==> src/rtl/core/bavg_pkg.sv <==
`timescale 1ns / 1ps
package bavg_pkg;

	localparam int MAX_WIDTH  = 2048;
	localparam int MAX_HEIGHT = 2048;
	localparam int DIM_W      = 12;
	localparam int POS_W      = 11;
	localparam int SUM_W      = 30;
	localparam int AREA_W     = 23;
	localparam int CFG_IDX_W  = 8;
	localparam int FIFO_DEPTH = 2;
	localparam int PTR_W      = 1;

	localparam logic [CFG_IDX_W-1:0] REG_IMAGE_WIDTH  = 8'd0;
	localparam logic [CFG_IDX_W-1:0] REG_IMAGE_HEIGHT = 8'd1;
	localparam logic [CFG_IDX_W-1:0] REG_BLOCK_WIDTH  = 8'd2;
	localparam logic [CFG_IDX_W-1:0] REG_BLOCK_HEIGHT = 8'd3;

	typedef struct packed {
		logic [7:0] red;
		logic [7:0] green;
		logic [7:0] blue;
	} pixel_t;

	typedef struct packed {
		logic [7:0] out_byte;
		logic       last;
	} result_t;

	typedef struct packed {
		logic [DIM_W-1:0] w;
		logic [DIM_W-1:0] h;
		logic [DIM_W-1:0] bw;
		logic [DIM_W-1:0] bh;
	} geom_t;

	typedef struct packed {
		logic [SUM_W-1:0] sr;
		logic [SUM_W-1:0] sg;
		logic [SUM_W-1:0] sb;
	} sums_t;

	typedef struct packed {
		logic  blk;
		logic  eol;
		sums_t sums;
	} job_t;

endpackage

==> src/rtl/core/bavg_fifo.sv <==
`timescale 1ns / 1ps
module bavg_fifo (
	input  logic           clk,
	input  logic           arst_n,
	input  logic           push,
	input  bavg_pkg::job_t din,
	output logic           full,
	input  logic           pop,
	output logic           nonempty,
	output bavg_pkg::job_t dout
);
	import bavg_pkg::*;

	job_t             slot_q [FIFO_DEPTH];
	logic [PTR_W-1:0] wr_ptr_q, rd_ptr_q;
	logic [PTR_W:0]   count_q;

	assign full     = (count_q == (PTR_W+1)'(FIFO_DEPTH));
	assign nonempty = (count_q != '0);
	assign dout     = slot_q[rd_ptr_q];

	always_ff @(posedge clk or negedge arst_n) begin
		if (!arst_n) begin
			wr_ptr_q <= '0;
			rd_ptr_q <= '0;
			count_q  <= '0;
		end else begin
			if (push) begin
				wr_ptr_q <= wr_ptr_q + PTR_W'(1);
			end
			if (pop) begin
				rd_ptr_q <= rd_ptr_q + PTR_W'(1);
			end
			if (push && !pop) begin
				count_q <= count_q + (PTR_W+1)'(1);
			end else if (pop && !push) begin
				count_q <= count_q - (PTR_W+1)'(1);
			end
		end
	end

	always_ff @(posedge clk) begin
		if (push) begin
			slot_q[wr_ptr_q] <= din;
		end
	end

	a_no_overflow: assert property (@(posedge clk) disable iff (!arst_n) push |-> !full)
		else $error("Queue written while full.");
	a_no_underflow: assert property (@(posedge clk) disable iff (!arst_n) pop |-> nonempty)
		else $error("Queue read while empty.");
	a_count_range: assert property (@(posedge clk) disable iff (!arst_n)
		count_q <= (PTR_W+1)'(FIFO_DEPTH))
		else $error("Queue fill count out of range.");

endmodule

==> config.mk <==
export PLATFORM = sky130hd
export DESIGN_NAME = bavg_fifo
export DESIGN_NICKNAME = d
export VERILOG_FILES = /design/src/rtl/core/bavg_pkg.sv /design/src/rtl/core/bavg_fifo.sv
export SDC_FILE = /design/constraint.sdc
export NUM_CORES = 1
export LEC_CHECK = 0
export BUFFER_PORTS_ARGS = -buffer_cell sky130_fd_sc_hd__buf_2
export CAP_MARGIN = 20
export CORE_UTILIZATION = 40
export DETAILED_ROUTE_END_ITERATION = 8
export GPL_TIMING_DRIVEN = 0
export PLACE_DENSITY = 0.72
export SYNTH_ARGS = -nofsm -noshare
export SYNTH_HDL_FRONTEND = slang
export SYNTH_SLANG_ARGS = --single-unit
==> constraint.sdc <==
create_clock -name clk -period 4.6 [get_ports clk]
set_input_delay 0.23 -clock clk [delete_from_list [all_inputs] [get_ports clk]]
set_output_delay 0.23 -clock clk [all_outputs]
set_load 0.02 [all_outputs]
# == Yosys cells after proc, flatten, opt, wreduce, memory -nomap -nowiden ==
# Memory sizes are Yosys's and may differ from the RTL's.
# Index checks and enable logic that the tools add are counted.
# word_totals
reg_bits,4
ram_bits,184
inputBits,96
out_inout_bits,94
elab_cells,19
mem_count,1
# op_classes
n_addsub,4
eq_ne,1
muxes,4
reduce_logical,6
# memory_table
memory,words,width,rd,rd_ports_with_merged_regs,wr,line_no,rtl
slot_q,2,92,1,0,1,bavg_fifo.sv:14,job_t slot_q [FIFO_DEPTH];
# op_table
cell,count
2-bit 2-to-1 mux,2
2-bit nonzero test,2
1-bit adder (second input constant),2
2-bit by 1-bit adder with 2-bit output (second input constant),1
2-bit equality test (second input constant),1
1-bit logical AND,2
1-bit zero test,2
1-bit 2-to-1 mux,2
2-bit by 1-bit subtractor with 2-bit output (second input constant),1

# == Logic depth before layout (Yosys ltp) ==
# logic_depth
word_depth,4
ltp_mapped,5
ltp_nobuf,5

# == Least setup slack after synthesis ==
# No wires, ideal clock.
# synth_timing
path_kind,flip-flop to flip-flop
startpoint,register wr_ptr_q
endpoint,"memory slot_q[0][0] (netlist bit), enable pin"
setup_ps,554
arrival_time_ps,4477
required_time_ps,4046
slack_ps,-431
stages_incl_launch_ff,2
n_path_buf,0
period_less_slack_ps,5031
path_cell_list,dfrtp_1 -> nor2b_1
# synth_lines
element,line_no,rtl
start: declaration,bavg_fifo.sv:15,"logic [PTR_W-1:0] wr_ptr_q, rd_ptr_q;"
start signal: assignment,bavg_fifo.sv:29,wr_ptr_q <= wr_ptr_q + PTR_W'(1);
end: declaration,bavg_fifo.sv:14,
# Straight into the memory's write port.

==> metrics.md <==
| Metric | Value |
|---|---|
| All-Layer GR Usage | `15.1%` |
| Netlist Area Pre-Place | `7110 µm²` |
| Post-synth ARST share | `2.13%` |
| Gate Count Post-Synth | `302` |
| Worst R2R Path Depth | `2` |
| Number of library cell types mapped by synthesis | `15` |
| Tcrit/Tclk final | `42.5%` |
| WL final | `13400 µm` |
| Root Driver | `clkbuf_16` |
| # port buffers | `189` |
| Post-synthesis sequential area ratio | `79.1%` |
| Routability cong. | `0.672` |
| Clk_lat worst skew | `0.41 ns` |
| Mean Syn Cell Area | `23.5 µm²` |
| Die width | `135 µm` |
| Final Hold Vio Count | `0` |
| Worst Path Buf+Inv | `3` |
| Startpoint Class | `register` |
| CORE AREA | `17300 µm²` |
| Pwr dens | `594 nW/µm²` |
| CP max FO | `10` |
| Clk buf depth | `2` |
| CP max stage delay | `0.35 ns` |
| Slew headroom | `63.2%` |
| Top post-synthesis cells by count | `edfxtp_1 (184), mux2_4 (70), mux2_2 (22)` |
| Post-synth top area cell | `edfxtp_1` |
| First-pass GRT wire length | `20500 µm` |
| # setup viols final | `0` |
| Final Instance Area | `9960 µm²` |
| Starting DRC count in detailed routing | `169` |
| Synthesized Nets | `399` |
| Clk_skew | `0.00409 ns` |
| Die height | `135 µm` |
| CTS clk-pin slew, worst paths | `0.06 ns` |
| Ys Warns | `0` |
| Die ar. | `18300 µm²` |
| Reg-to-reg endpoint | `slot_q[1][19]` |
| Initial Util | `41.1%` |
| Number of synthesized flops with an enable pin | `184` |
| Worst reg2reg setup slack | `2.90 ns` |
| Largest net degree at the start of global routing | `58` |
| Top post-synthesis cells by area | `edfxtp_1 (78%), mux2_4 (15%), mux2_2 (3.5%), dfrtp_1 (1.4%), buf_6 (1.1%)` |
| Hold endpoint | `wr_ptr_q` |
| Hold wc startpoint | `push` |
| Initial antenna violation count | `1` |
| Worst Hold Path Cells | `2` |
| Hold WC Path Type | `input port to register` |
| RSZ-0062 raised after global routing | `false` |
| Routed Antenna Nets | `0` |
| Status | `completed` |
| Worst Max-Slew Pin Slew | `0.552 ns` |
| CP top delay family | `buffers and inverters` |
| Fin Setup TNS | `0 ns` |
| Max rail drop VDD | `0.333 mV` |
| Placed cell count | `720` |
| DR WL/cell | `15.9 µm` |
| P_leak | `4.00 nW` |
| H-tree depth | `4` |
| Cell Chain, Critical Path | `buf_4 > buf_6 > mux2_4 > buf_2` |
| Placed cell areas | `8430 µm²` |
| Arr. time, crit path | `1.73 ns` |
| Count leader, synth | `edfxtp_1` |
| CTS tree | `done` |
| Max Slew Vio Count | `0` |
| Row count | `48` |
| Crit path time final | `1.96 ns` |
| Via density | `4.50` |
| TritonRoute pass-1 iters | `4` |
| Yosys top cell area share | `77.7%` |
| GRT overflow | `0` |
| Achievable Freq | `511 MHz` |
| Ratio of cells with drive above 1 in the final layout | `52.3%` |
| # IOs | `190` |
| Flops & latches, synth | `188` |
| Max-Cap Viols | `0` |
| Vias in the first global route | `4091` |
| Crit-path slowest cell | `dfrtp_1` |
| Post-DP HPWL | `8280 µm` |
| Setup crit end kind | `primary output` |
| Area growth syn-to-layout | `40.1%` |
| Non-Filler Instances | `847` |
| Fin nets | `705` |
| Total CTS buffers | `17` |
| Clock tree sinks | `188` |
| Setup Buffers After CTS | `0` |
| Critical Path RT | `4.37 ns` |
| # DRC | `0` |
| Reg2reg start | `wr_ptr_q` |
| Vias post-DR | `3808` |
| Crit path kind | `register to primary output` |
| Top_reg_cell synth | `edfxtp_1` |
[power breakdown]
group          switching, mW  leakage, nW  internal (mW)
Clock                  0.588        0.287          0.855
Combinational           1.15         1.94          0.965
Sequential            0.0905         1.77           2.27
[worst register-to-register path, cell delays in order, from the launching register on]
cell     delay [ns]
dfrtp_1        0.43
and2_4         0.54
buf_16         0.35
[layer usage]
metal  vias to the layer above  track usage (%)  wire, µm
met3                        22             4.86       752
met2                       121             26.0      6900
met1                      1856             16.8      5470
met4                         0             7.62       321
met5                         -                0         0
li1                       1809                -         -
[cells in the final DEF, fill, tap and decap left out]
| cell type | synthesis | layout |
|---|---|---|
| buf_12 | 0 | 3 |
| clkinv_1 | 0 | 1 |
| nor2b_4 | 0 | 1 |
| buf_16 | 0 | 1 |
| and2_4 | 0 | 1 |
| bufinv_16 | 0 | 3 |
| inv_1 | 1 | 1 |
| buf_4 | 1 | 1 |
| or2_2 | 1 | 1 |
| nor2_1 | 1 | 1 |
| xor2_1 | 4 | 4 |
| buf_2 | 2 | 191 |
| mux2_2 | 22 | 22 |
| clkbuf_1 | 0 | 4 |
| buf_6 | 7 | 7 |
| ha_1 | 1 | 1 |
| xnor2_1 | 1 | 1 |
| dlygate4sd3_1 | 0 | 94 |
| dfrtp_1 | 4 | 4 |
| clkinv_2 | 0 | 3 |
| mux2_4 | 70 | 70 |
| clkbuf_16 | 0 | 17 |
| edfxtp_1 | 184 | 184 |
| diode_2 | 0 | 1 |
| inv_6 | 0 | 1 |
| clkinv_4 | 0 | 3 |
| nor2b_1 | 2 | 1 |
[layout make-up]
class	count	area, µm²
Timing Repair Buffer	287	1970
Buffer	10	96.3
Clock inverter	11	144
Sequential cell	188	5630
Antenna cell	1	2.50
Fill cell	1297	7330
Inverter	1	3.75
Tap cell	225	282
Clock buffer	21	440
Multi-Input combinational cell	103	1390
[stage by stage]
step	util [%]	setup slack (ns)	power (mW)	hold WS (ns)
floorplan	-	1.36	3.87	-0.0656
global placement	48.2	0.141	4.41	0.0361
detailed placement	48.8	2.90	4.47	0.0414
CTS	57.6	2.59	5.99	0.0257
global route	57.6	2.55	6.18	0.0467
finish	57.6	2.64	5.92	0.0471
[registers in the layout, summed over array words and instances (netlist names)]
register,cells
rd_ptr_q,1
slot_q,184
wr_ptr_q,1
count_q,2
[how the worst max path moves through the flow]
| stage | to | start | depth (start not counted) | slack (ns) |
|---|---|---|---|---|
| after detailed placement | slot_q[1][42] | wr_ptr_q | 2 | 2.90 |
| after global placement | slot_q[0][17] | wr_ptr_q | 1 | 0.14 |
| after floorplan | slot_q[0][0] | wr_ptr_q | 1 | 1.36 |
| final | dout[1] | rd_ptr_q | 4 | 2.64 |
| after global routing | dout[87] | rd_ptr_q | 4 | 2.55 |
| after CTS | dout[51] | rd_ptr_q | 4 | 2.59 |
[logic make-up after synthesis]
logic type,synth area share (%)
mux,18.3
xor+xnor,0.616
buf+inv,1.41
flops,79.1
fa+ha+maj,0.176
simple gates,0.405
[repair_timing]
item	4_1_cts	5_1_grt
hold buffers	94	0
hold endpoints to repair	189	0
endpoints found under the setup margin	0	0
gates resized for setup	0	0
Power figures use the tool's default switching activity.
