--- config.mk ---
export PLATFORM = sky130hd
export DESIGN_NAME = bavg_back
export DESIGN_NICKNAME = d
export VERILOG_FILES = /design/src/rtl/core/bavg_pkg.sv /design/src/rtl/core/bavg_back.sv
export SDC_FILE = /design/constraint.sdc
export NUM_CORES = 1
export LEC_CHECK = 0
export ABC_AREA = 1
export BUFFER_PORTS_ARGS = -buffer_cell sky130_fd_sc_hd__buf_2
export CORE_MARGIN = 2
export CORE_UTILIZATION = 51
export DETAILED_ROUTE_END_ITERATION = 12
export PLACE_DENSITY = 0.69
export SYNTH_ARGS = -nofsm -noshare
export SYNTH_HDL_FRONTEND = slang
export SYNTH_SLANG_ARGS = --single-unit
--- constraint.sdc ---
create_clock -name clk -period 8.5 [get_ports clk]
set_clock_uncertainty 0.2 [all_clocks]
set_input_delay 0.425 -clock clk [delete_from_list [all_inputs] [get_ports clk]]
set_output_delay 0.425 -clock clk [all_outputs]
set_load 0.02 [all_outputs]
--- src/rtl/core/bavg_pkg.sv ---
`timescale 1ns / 1ps
package bavg_pkg;

	localparam int MAX_WIDTH  = 2048;
	localparam int MAX_HEIGHT = 2048;
	localparam int DIM_W      = 12;
	localparam int POS_W      = 11;
	localparam int SUM_W      = 30;
	localparam int AREA_W     = 23;
	localparam int CFG_IDX_W  = 8;
	localparam int FIFO_DEPTH = 2;
	localparam int PTR_W      = 1;

	localparam logic [CFG_IDX_W-1:0] REG_IMAGE_WIDTH  = 8'd0;
	localparam logic [CFG_IDX_W-1:0] REG_IMAGE_HEIGHT = 8'd1;
	localparam logic [CFG_IDX_W-1:0] REG_BLOCK_WIDTH  = 8'd2;
	localparam logic [CFG_IDX_W-1:0] REG_BLOCK_HEIGHT = 8'd3;

	typedef struct packed {
		logic [7:0] red;
		logic [7:0] green;
		logic [7:0] blue;
	} pixel_t;

	typedef struct packed {
		logic [7:0] out_byte;
		logic       last;
	} result_t;

	typedef struct packed {
		logic [DIM_W-1:0] w;
		logic [DIM_W-1:0] h;
		logic [DIM_W-1:0] bw;
		logic [DIM_W-1:0] bh;
	} geom_t;

	typedef struct packed {
		logic [SUM_W-1:0] sr;
		logic [SUM_W-1:0] sg;
		logic [SUM_W-1:0] sb;
	} sums_t;

	typedef struct packed {
		logic  blk;
		logic  eol;
		sums_t sums;
	} job_t;

endpackage

--- src/rtl/core/bavg_back.sv ---
`timescale 1ns / 1ps
module bavg_back (
	input  logic                        clk,
	input  logic                        arst_n,
	input  logic                        restart,
	input  logic [bavg_pkg::AREA_W-1:0] area,
	input  logic                        job_valid,
	input  bavg_pkg::job_t              job,
	output logic                        pop,
	output logic                        res_valid,
	input  logic                        res_ready,
	output bavg_pkg::result_t           res
);
	import bavg_pkg::*;

	localparam logic [3:0] B_IDLE = 4'd0;
	localparam logic [3:0] B_DIV  = 4'd1;
	localparam logic [3:0] B_CMP  = 4'd2;
	localparam logic [3:0] B_PFX  = 4'd3;
	localparam logic [3:0] B_DIG  = 4'd4;
	localparam logic [3:0] B_SEP  = 4'd5;
	localparam logic [3:0] B_DEF  = 4'd6;
	localparam logic [3:0] B_SP   = 4'd7;
	localparam logic [3:0] B_EOL  = 4'd8;
	localparam logic [3:0] B_EDEF = 4'd9;
	localparam logic [3:0] B_NL   = 4'd10;

	localparam logic [7:0] CH_ESC  = 8'h1B;
	localparam logic [7:0] CH_LBR  = 8'h5B;
	localparam logic [7:0] CH_4    = 8'h34;
	localparam logic [7:0] CH_8    = 8'h38;
	localparam logic [7:0] CH_2    = 8'h32;
	localparam logic [7:0] CH_0    = 8'h30;
	localparam logic [7:0] CH_SEMI = 8'h3B;
	localparam logic [7:0] CH_M    = 8'h6D;
	localparam logic [7:0] CH_SP   = 8'h20;
	localparam logic [7:0] CH_NL   = 8'h0A;

	localparam logic [7:0] SET_SEQ [7] = '{CH_ESC, CH_LBR, CH_4, CH_8, CH_SEMI, CH_2, CH_SEMI};
	localparam logic [7:0] DEF_SEQ [4] = '{CH_ESC, CH_LBR, CH_0, CH_M};

	typedef struct packed {
		logic [3:0] d2;
		logic [3:0] d1;
		logic [3:0] d0;
		logic [1:0] n;
	} dec_t;

	// Division by ten is a multiply by 205 and a shift, exact for these ranges.
	function automatic dec_t to_dec(input logic [7:0] v);
		logic [15:0] p1;
		logic [4:0]  q1;
		logic [12:0] p2;
		logic [1:0]  q2;
		dec_t        d;
		p1   = {8'b0, v} * 16'd205;
		q1   = p1[15:11];
		p2   = {8'b0, q1} * 13'd205;
		q2   = p2[12:11];
		d.d0 = 4'(v - 8'(q1 * 8'd10));
		d.d1 = 4'(q1 - 5'(q2 * 5'd10));
		d.d2 = {2'b0, q2};
		d.n  = (q2 != '0) ? 2'd3 : ((q1 != '0) ? 2'd2 : 2'd1);
		return d;
	endfunction

	logic [3:0]       state_q;
	logic             eol_q;
	logic [SUM_W-1:0] rem_q [3];
	logic [7:0]       quo_q [3];
	logic [2:0]       step_q;
	logic [23:0]      prev_q;
	dec_t             dig_q [3];
	logic [1:0]       ch_q;
	logic [2:0]       pos_q;
	result_t          res_q;
	logic             res_valid_q;
	logic             free, emitting, emit;
	logic [7:0]       byte_c;
	logic             last_c;
	logic [3:0]       digit_c;
	logic [SUM_W-1:0] cand;
	logic [23:0]      avg;

	assign res       = res_q;
	assign res_valid = res_valid_q;
	assign free      = !res_valid_q || res_ready;
	assign pop       = (state_q == B_IDLE) && job_valid;
	assign cand      = SUM_W'(area) << step_q;
	assign avg       = {quo_q[0], quo_q[1], quo_q[2]};

	always_comb begin
		unique case (pos_q)
			3'd0:    digit_c = dig_q[ch_q].d0;
			3'd1:    digit_c = dig_q[ch_q].d1;
			default: digit_c = dig_q[ch_q].d2;
		endcase
	end

	always_comb begin
		emitting = 1'b1;
		last_c   = 1'b0;
		byte_c   = CH_SP;
		unique case (state_q)
			B_PFX:  byte_c = SET_SEQ[pos_q];
			B_DIG:  byte_c = CH_0 + {4'b0, digit_c};
			B_SEP:  byte_c = (ch_q == 2'd2) ? CH_M : CH_SEMI;
			B_DEF:  byte_c = DEF_SEQ[pos_q[1:0]];
			B_EDEF: byte_c = DEF_SEQ[pos_q[1:0]];
			B_SP: begin
				byte_c = CH_SP;
				last_c = !eol_q;
			end
			B_NL: begin
				byte_c = CH_NL;
				last_c = 1'b1;
			end
			default: emitting = 1'b0;
		endcase
	end

	assign emit = emitting && free;

	always_ff @(posedge clk or negedge arst_n) begin
		if (!arst_n) begin
			state_q     <= B_IDLE;
			prev_q      <= '0;
			res_valid_q <= 1'b0;
		end else if (restart) begin
			state_q     <= B_IDLE;
			prev_q      <= '0;
			res_valid_q <= 1'b0;
		end else begin
			if (emit) begin
				res_valid_q <= 1'b1;
			end else if (res_ready) begin
				res_valid_q <= 1'b0;
			end
			unique case (state_q)
				B_IDLE: begin
					if (job_valid) begin
						state_q <= job.blk ? B_DIV : B_EOL;
					end
				end
				B_DIV: begin
					if (step_q == '0) begin
						state_q <= B_CMP;
					end
				end
				B_CMP: begin
					if (avg != prev_q) begin
						prev_q  <= avg;
						state_q <= (avg != '0) ? B_PFX : B_DEF;
					end else begin
						state_q <= B_SP;
					end
				end
				B_PFX: begin
					if (free && pos_q == 3'd6) begin
						state_q <= B_DIG;
					end
				end
				B_DIG: begin
					if (free && pos_q == '0) begin
						state_q <= B_SEP;
					end
				end
				B_SEP: begin
					if (free) begin
						state_q <= (ch_q == 2'd2) ? B_SP : B_DIG;
					end
				end
				B_DEF: begin
					if (free && pos_q == 3'd3) begin
						state_q <= B_SP;
					end
				end
				B_SP: begin
					if (free) begin
						state_q <= eol_q ? B_EOL : B_IDLE;
					end
				end
				B_EOL: begin
					if (prev_q != '0) begin
						prev_q  <= '0;
						state_q <= B_EDEF;
					end else begin
						state_q <= B_NL;
					end
				end
				B_EDEF: begin
					if (free && pos_q == 3'd3) begin
						state_q <= B_NL;
					end
				end
				B_NL: begin
					if (free) begin
						state_q <= B_IDLE;
					end
				end
				default: begin
					state_q <= B_IDLE;
				end
			endcase
		end
	end

	always_ff @(posedge clk) begin
		if (emit) begin
			res_q.out_byte <= byte_c;
			res_q.last     <= last_c;
		end
		unique case (state_q)
			B_IDLE: begin
				eol_q    <= job.eol;
				rem_q[0] <= job.sums.sr;
				rem_q[1] <= job.sums.sg;
				rem_q[2] <= job.sums.sb;
				step_q   <= 3'd7;
				pos_q    <= '0;
			end
			B_DIV: begin
				for (int i = 0; i < 3; i++) begin
					if (rem_q[i] >= cand) begin
						rem_q[i] <= rem_q[i] - cand;
						quo_q[i] <= {quo_q[i][6:0], 1'b1};
					end else begin
						quo_q[i] <= {quo_q[i][6:0], 1'b0};
					end
				end
				step_q <= step_q - 3'd1;
			end
			B_CMP: begin
				for (int i = 0; i < 3; i++) begin
					dig_q[i] <= to_dec(quo_q[i]);
				end
				ch_q  <= '0;
				pos_q <= '0;
			end
			B_PFX: begin
				if (free) begin
					pos_q <= (pos_q == 3'd6) ? 3'(dig_q[0].n - 2'd1) : pos_q + 3'd1;
				end
			end
			B_DIG: begin
				if (free && pos_q != '0) begin
					pos_q <= pos_q - 3'd1;
				end
			end
			B_SEP: begin
				if (free && ch_q != 2'd2) begin
					ch_q  <= ch_q + 2'd1;
					pos_q <= 3'(dig_q[ch_q + 2'd1].n - 2'd1);
				end
			end
			B_DEF, B_EDEF: begin
				if (free) begin
					pos_q <= (pos_q == 3'd3) ? '0 : pos_q + 3'd1;
				end
			end
			B_EOL: begin
				pos_q <= '0;
			end
			default: begin
			end
		endcase
	end

endmodule

Yosys cells after proc, flatten, opt, wreduce, memory -nomap -nowiden

Memory sizes are Yosys's and may differ from the RTL's. A register that Yosys moved wholly into a read port is not among the register bits.
Cells that the tools add are included.

Register bits after elaboration: 47
RAM bits: 150
ROM bits: 64
Input port bits: 120
Output and inout port bits: 11
Memories: 4

Memory list:

| memory          | depth | width | rd ports | clocked after Yosys merged registers in | wr ports | line             | text |
|---|---|---|---|---|---|---|---|
| rem_q           | 3     | 30    | 3        | 0                                       | 3        | bavg_back.sv:69  | `logic [SUM_W-1:0] rem_q [3];` |
| (no name shown) | 8     | 8     | 1        | 0                                       | 0        | bavg_back.sv:105 | `B_PFX: byte_c = SET_SEQ[pos_q];` |
| dig_q           | 3     | 12    | 3        | 1                                       | 3        | bavg_back.sv:73  | `dec_t dig_q [3];` |
| quo_q           | 3     | 8     | 3        | 0                                       | 3        | bavg_back.sv:70  | `logic [7:0] quo_q [3];` |

Add/sub/neg operators: 16
$mul: 12
Order comparisons: 5
Equality and inequality tests: 31
Shift-type cells: 1
Multiplexer cells: 79
Bitwise gates (word level): 8
Reductions and logical operators: 34

Operators with widths:

| operator               | count |
|---|---|
| $ge A30 B30 Y1         | 3 |
| $mux W30               | 3 |
| $sub A30 B30 Y30       | 3 |
| $mux W24               | 3 |
| $mux W8                | 7 |
| $mul A8 B8 Y16 const B | 3 |
| $mux W4                | 12 |
| $pmux W24 S2           | 1 |
| $reduce_bool A24 Y1    | 2 |
| $pmux W4 S11           | 1 |
| $pmux W8 S5            | 1 |
| $mul A5 B8 Y13 const B | 3 |
| $ne A3 B3 Y1 const B   | 11 |
| $shl A23 B3 Y30        | 1 |
| $mux W1                | 26 |
| $mux W3                | 8 |
| $ne A24 B24 Y1         | 1 |
| $sub A4 B4 Y4          | 6 |
| $mux W2                | 10 |
| $reduce_bool A5 Y1     | 4 |
| $bmux W8 S2            | 1 |
| $eq A4 B3 Y1 const B   | 4 |
| $mul A5 B3 Y3 const B  | 3 |
| $pmux W3 S5            | 1 |
| other kinds (39)       | 68 |

Depth between registers and ports, before layout

Depth after elaboration: 6
Mapped depth: 39

Least setup slack after synthesis

No wires, ideal clock.

Path type: flip-flop to flip-flop
From: mem quo_q[0][2]
To: mem dig_q[0][9] (netlist name) (data pin)
Arrival time: 6.306 ns
Path slack: 1.745 ns
Stages on the path, launching flop included: 36
Period minus slack after synthesis: 6.755 ns
Cell sequence: edfxtp_1 -> ha_1 -> xor2_1 -> ha_1 -> fa_1 -> inv_1 -> fa_1 -> inv_1 -> ha_1 -> nand2_1 -> inv_1 -> nand3_1 -> nand3_1 -> a31o_2 -> xnor2_1 -> inv_1 -> ha_1 -> ha_1 -> ha_1 -> ha_1 -> nand3_1 -> nand2_1 -> nand3_1 -> nand2_1 -> a31oi_1 -> inv_1 -> nand3_1 -> nand2_1 -> inv_1 -> ha_1 -> inv_1 -> fa_1 -> xnor2_1 -> nand3b_1 -> nand2_1 -> inv_1

RTL lines:

| element     | line |
|---|---|
| from (decl) | bavg_back.sv:70 |
| to (decl)   | bavg_back.sv:73 |

==> results_dict.tcl <==
set metrics [dict create \
    status "finished, final reports clean" \
    finalCriticalPeriod_ps 7410 \
    place.gp.congestion 0.967 \
    drive_above_1_share_pct 6.81 \
    grt_pass1_wl_um 102000 \
    drv_cap 0 \
    postCtsHoldBufs 2 \
    drt_wl_total_um 64600 \
    stdcell_area_um2 23500 \
    drv_slew 0 \
    rsz0062_at_grt "no" \
    syn-instance-count 2931 \
    cts_sinks 198 \
    synthesis.nets 3412 \
    ys.flop_type "edfxtp_1" \
    crit_start "quo_q[0][2]" \
    path_buf_inv 10 \
    worst_path_max_delay_cell "edfxtp_1" \
    ant_nets 0 \
    crit_required_ps 8570 \
    numCtsBuffers 17 \
    crit_family "adder cells" \
    grt_max_degree 91 \
    tns_ps 0 \
    final_common_cell "nand2_1" \
    dp_hpwl_um 51800 \
    num_io_pins 131 \
    hold_path.class "primary input to flip-flop" \
    yosys_register_bits 198 \
    insertion_delay_ps 510 \
    cts_root_buf "clkbuf_16" \
    synth_edf_count 166 \
    cts_max_level 4 \
    clk_pin_slew_ps 80 \
    drt_iter0_markers 1742 \
    antenna_found_initial 1 \
    final-hold-violation-count 0 \
    dieHeight_um 210 \
    start_util_pct 51.7 \
    setup_viol 0 \
    io_buffers 129 \
    max_stage_delay_ps 570 \
    dieWidth_um 210 \
    final_cell_mix "nand2_1, inv_1, ha_1, nor2_1, edfxtp_1" \
    cts_setup_buffers 0 \
    fmax_mhz 135 \
    track_usage_pct 29.7 \
    syn_to_final_growth_pct 8.22 \
    post-route-period-util_pct 87.1 \
    timing.hold.ws_ps 32.0 \
    slew_headroom_pct 24.2 \
    placedInstanceArea_um2 22900 \
    drc 0 \
    reg2reg_from "quo_q[0][2]" \
    tightestPinTransition_ps 1120 \
    die_area_um2 44200 \
    worstPathMaxFanout 10 \
    cp-end-kind "flip-flop" \
    cts_resized 0 \
    cts_tree "built" \
    wl_per_cell_um 18.0 \
    ys_warn_count 0 \
    rows 75 \
    num_vias 20000 \
    path_class "flip-flop to flip-flop" \
    synth_cell_types 55 \
    grt_overflow 0 \
    fin_nets 3521 \
    syn_area_um2 21700 \
    clockBufferDepth 2 \
    arrival_ps 7470 \
    grt_pass1_vias 19200 \
    drtPass1Iterations 6 \
    synthArstFlopShare_pct 14.6 \
    synth_area_per_cell_um2 7.40 \
    seq_area_frac_synth_pct 26.6 \
    start_kind "flip-flop" \
    min-delay-start "job[37]" \
    routed_via_density 5.58 \
    coreArea_um2 41900 \
]
## routing by layer
layer | vias to the layer above | GRT usage, % | share of wire, %
li1 | 9994 | - | -
met1 | 9255 | 43.6 | 48
met2 | 704 | 44.5 | 42
met3 | 90 | 4.47 | 7.3
met4 | 0 | 9.98 | 2.6
met5 | - | 0 | 0
## cell type report
class	instances	area, um^2
Sequential cell	198	5770
Clock buffer	17	425
Timing Repair Buffer	156	853
Clock inverter	15	174
Fill cell	4045	18500
Tap cell	539	674
Antenna cell	1	2.50
Inverter	406	1520
Multi-Input combinational cell	2261	14100
## registers in the layout, indices dropped and copies added (netlist names), named ones only
| signal | cells |
|---|---|
| eol_q | 1 |
| dig_q | 36 |
| quo_q | 24 |
| res | 8 |
| step_q | 3 |
| ch_q | 2 |
| rem_q | 90 |
| res_valid | 1 |
| pos_q | 3 |
| state_q | 4 |
| prev_q | 24 |
## synthesized netlist by cell type, types with 3 or more instances
| master | number | area share [%] |
|---|---|---|
| buf_6 | 10 | 0.52 |
| dfxtp_1 | 3 | 0.28 |
| nand2_2 | 5 | 0.14 |
| buf_1 | 4 | 0.069 |
| and3_1 | 6 | 0.17 |
| a31oi_1 | 12 | 0.35 |
| a21o_1 | 24 | 0.83 |
| xor2_1 | 85 | 3.4 |
| fa_1 | 41 | 3.8 |
| a21boi_0 | 11 | 0.38 |
| o21bai_1 | 24 | 0.83 |
| o2111ai_1 | 4 | 0.16 |
| buf_2 | 29 | 0.67 |
| nand3b_1 | 4 | 0.14 |
| nand2b_1 | 3 | 0.087 |
| nor4_1 | 4 | 0.12 |
| nor3_1 | 15 | 0.35 |
| o211ai_1 | 10 | 0.35 |
| nand2_1 | 849 | 15 |
| o21ai_0 | 106 | 2.4 |
| inv_1 | 404 | 7.0 |
| a21oi_1 | 140 | 3.2 |
| o21ai_1 | 3 | 0.069 |
| xnor2_1 | 39 | 1.6 |
| o21a_1 | 3 | 0.10 |
| ha_1 | 320 | 18 |
| nand3_1 | 161 | 3.7 |
| dfrtp_1 | 29 | 3.3 |
| o22ai_1 | 5 | 0.14 |
| o21ai_2 | 6 | 0.24 |
| o221ai_1 | 4 | 0.16 |
| mux2_2 | 3 | 0.16 |
| nor2_1 | 208 | 3.6 |
| clkbuf_1 | 20 | 0.35 |
| nand4_1 | 140 | 4.0 |
| edfxtp_1 | 166 | 23 |
## path summary, 6_finish.rpt
path                                      to  slack, ps  depth (start not counted)
worst min-delay path            rem_q[0][37]         30                          3
max in group asynchronous         state_q[1]       7250                          2
min in group asynchronous          prev_q[6]        350                          2
worst max register to register   dig_q[0][9]       1090                         38
worst min register to register     flip-flop        330                          1
worst max-delay path             dig_q[0][9]       1090                         38
## worst min-delay path, delay by kind of cell
family	cells	cell delay, ps
AND/OR/NAND/NOR	2	140
buffers and inverters	1	70
## logic make-up (layout without fill, tap and decap cells)
kind of cell               count (synthesis)  in the layout  share of synthesized area (%)
adders and majority gates                361            361                           22.2
AOI/OAI and AO/OA                        366            366                           9.82
and+or+nand+nor                         1404           1404                           27.4
other                                      1              2                         0.0173
muxes                                      5              5                          0.248
xor gates and xnor gates                 124            124                           5.01
DFF                                      198            198                           26.6
buffers and inverters                    472            594                           8.72
## metrics by stage
| step | cells | setup WS, ps | utilization, % |
|---|---|---|---|
| detailed placement | 3558 | 1130 | 54.5 |
| global placement | 3558 | 1320 | 54.5 |
| CTS | 3592 | 1090 | 56.0 |
| finish | 3593 | 1090 | 56.0 |
| floorplan | 2931 | 1740 | - |
| global route | 3592 | 482 | 56.0 |
Power is not shown: default switching activity piles up to over one toggle a cycle in this logic, so the estimate is an artifact.
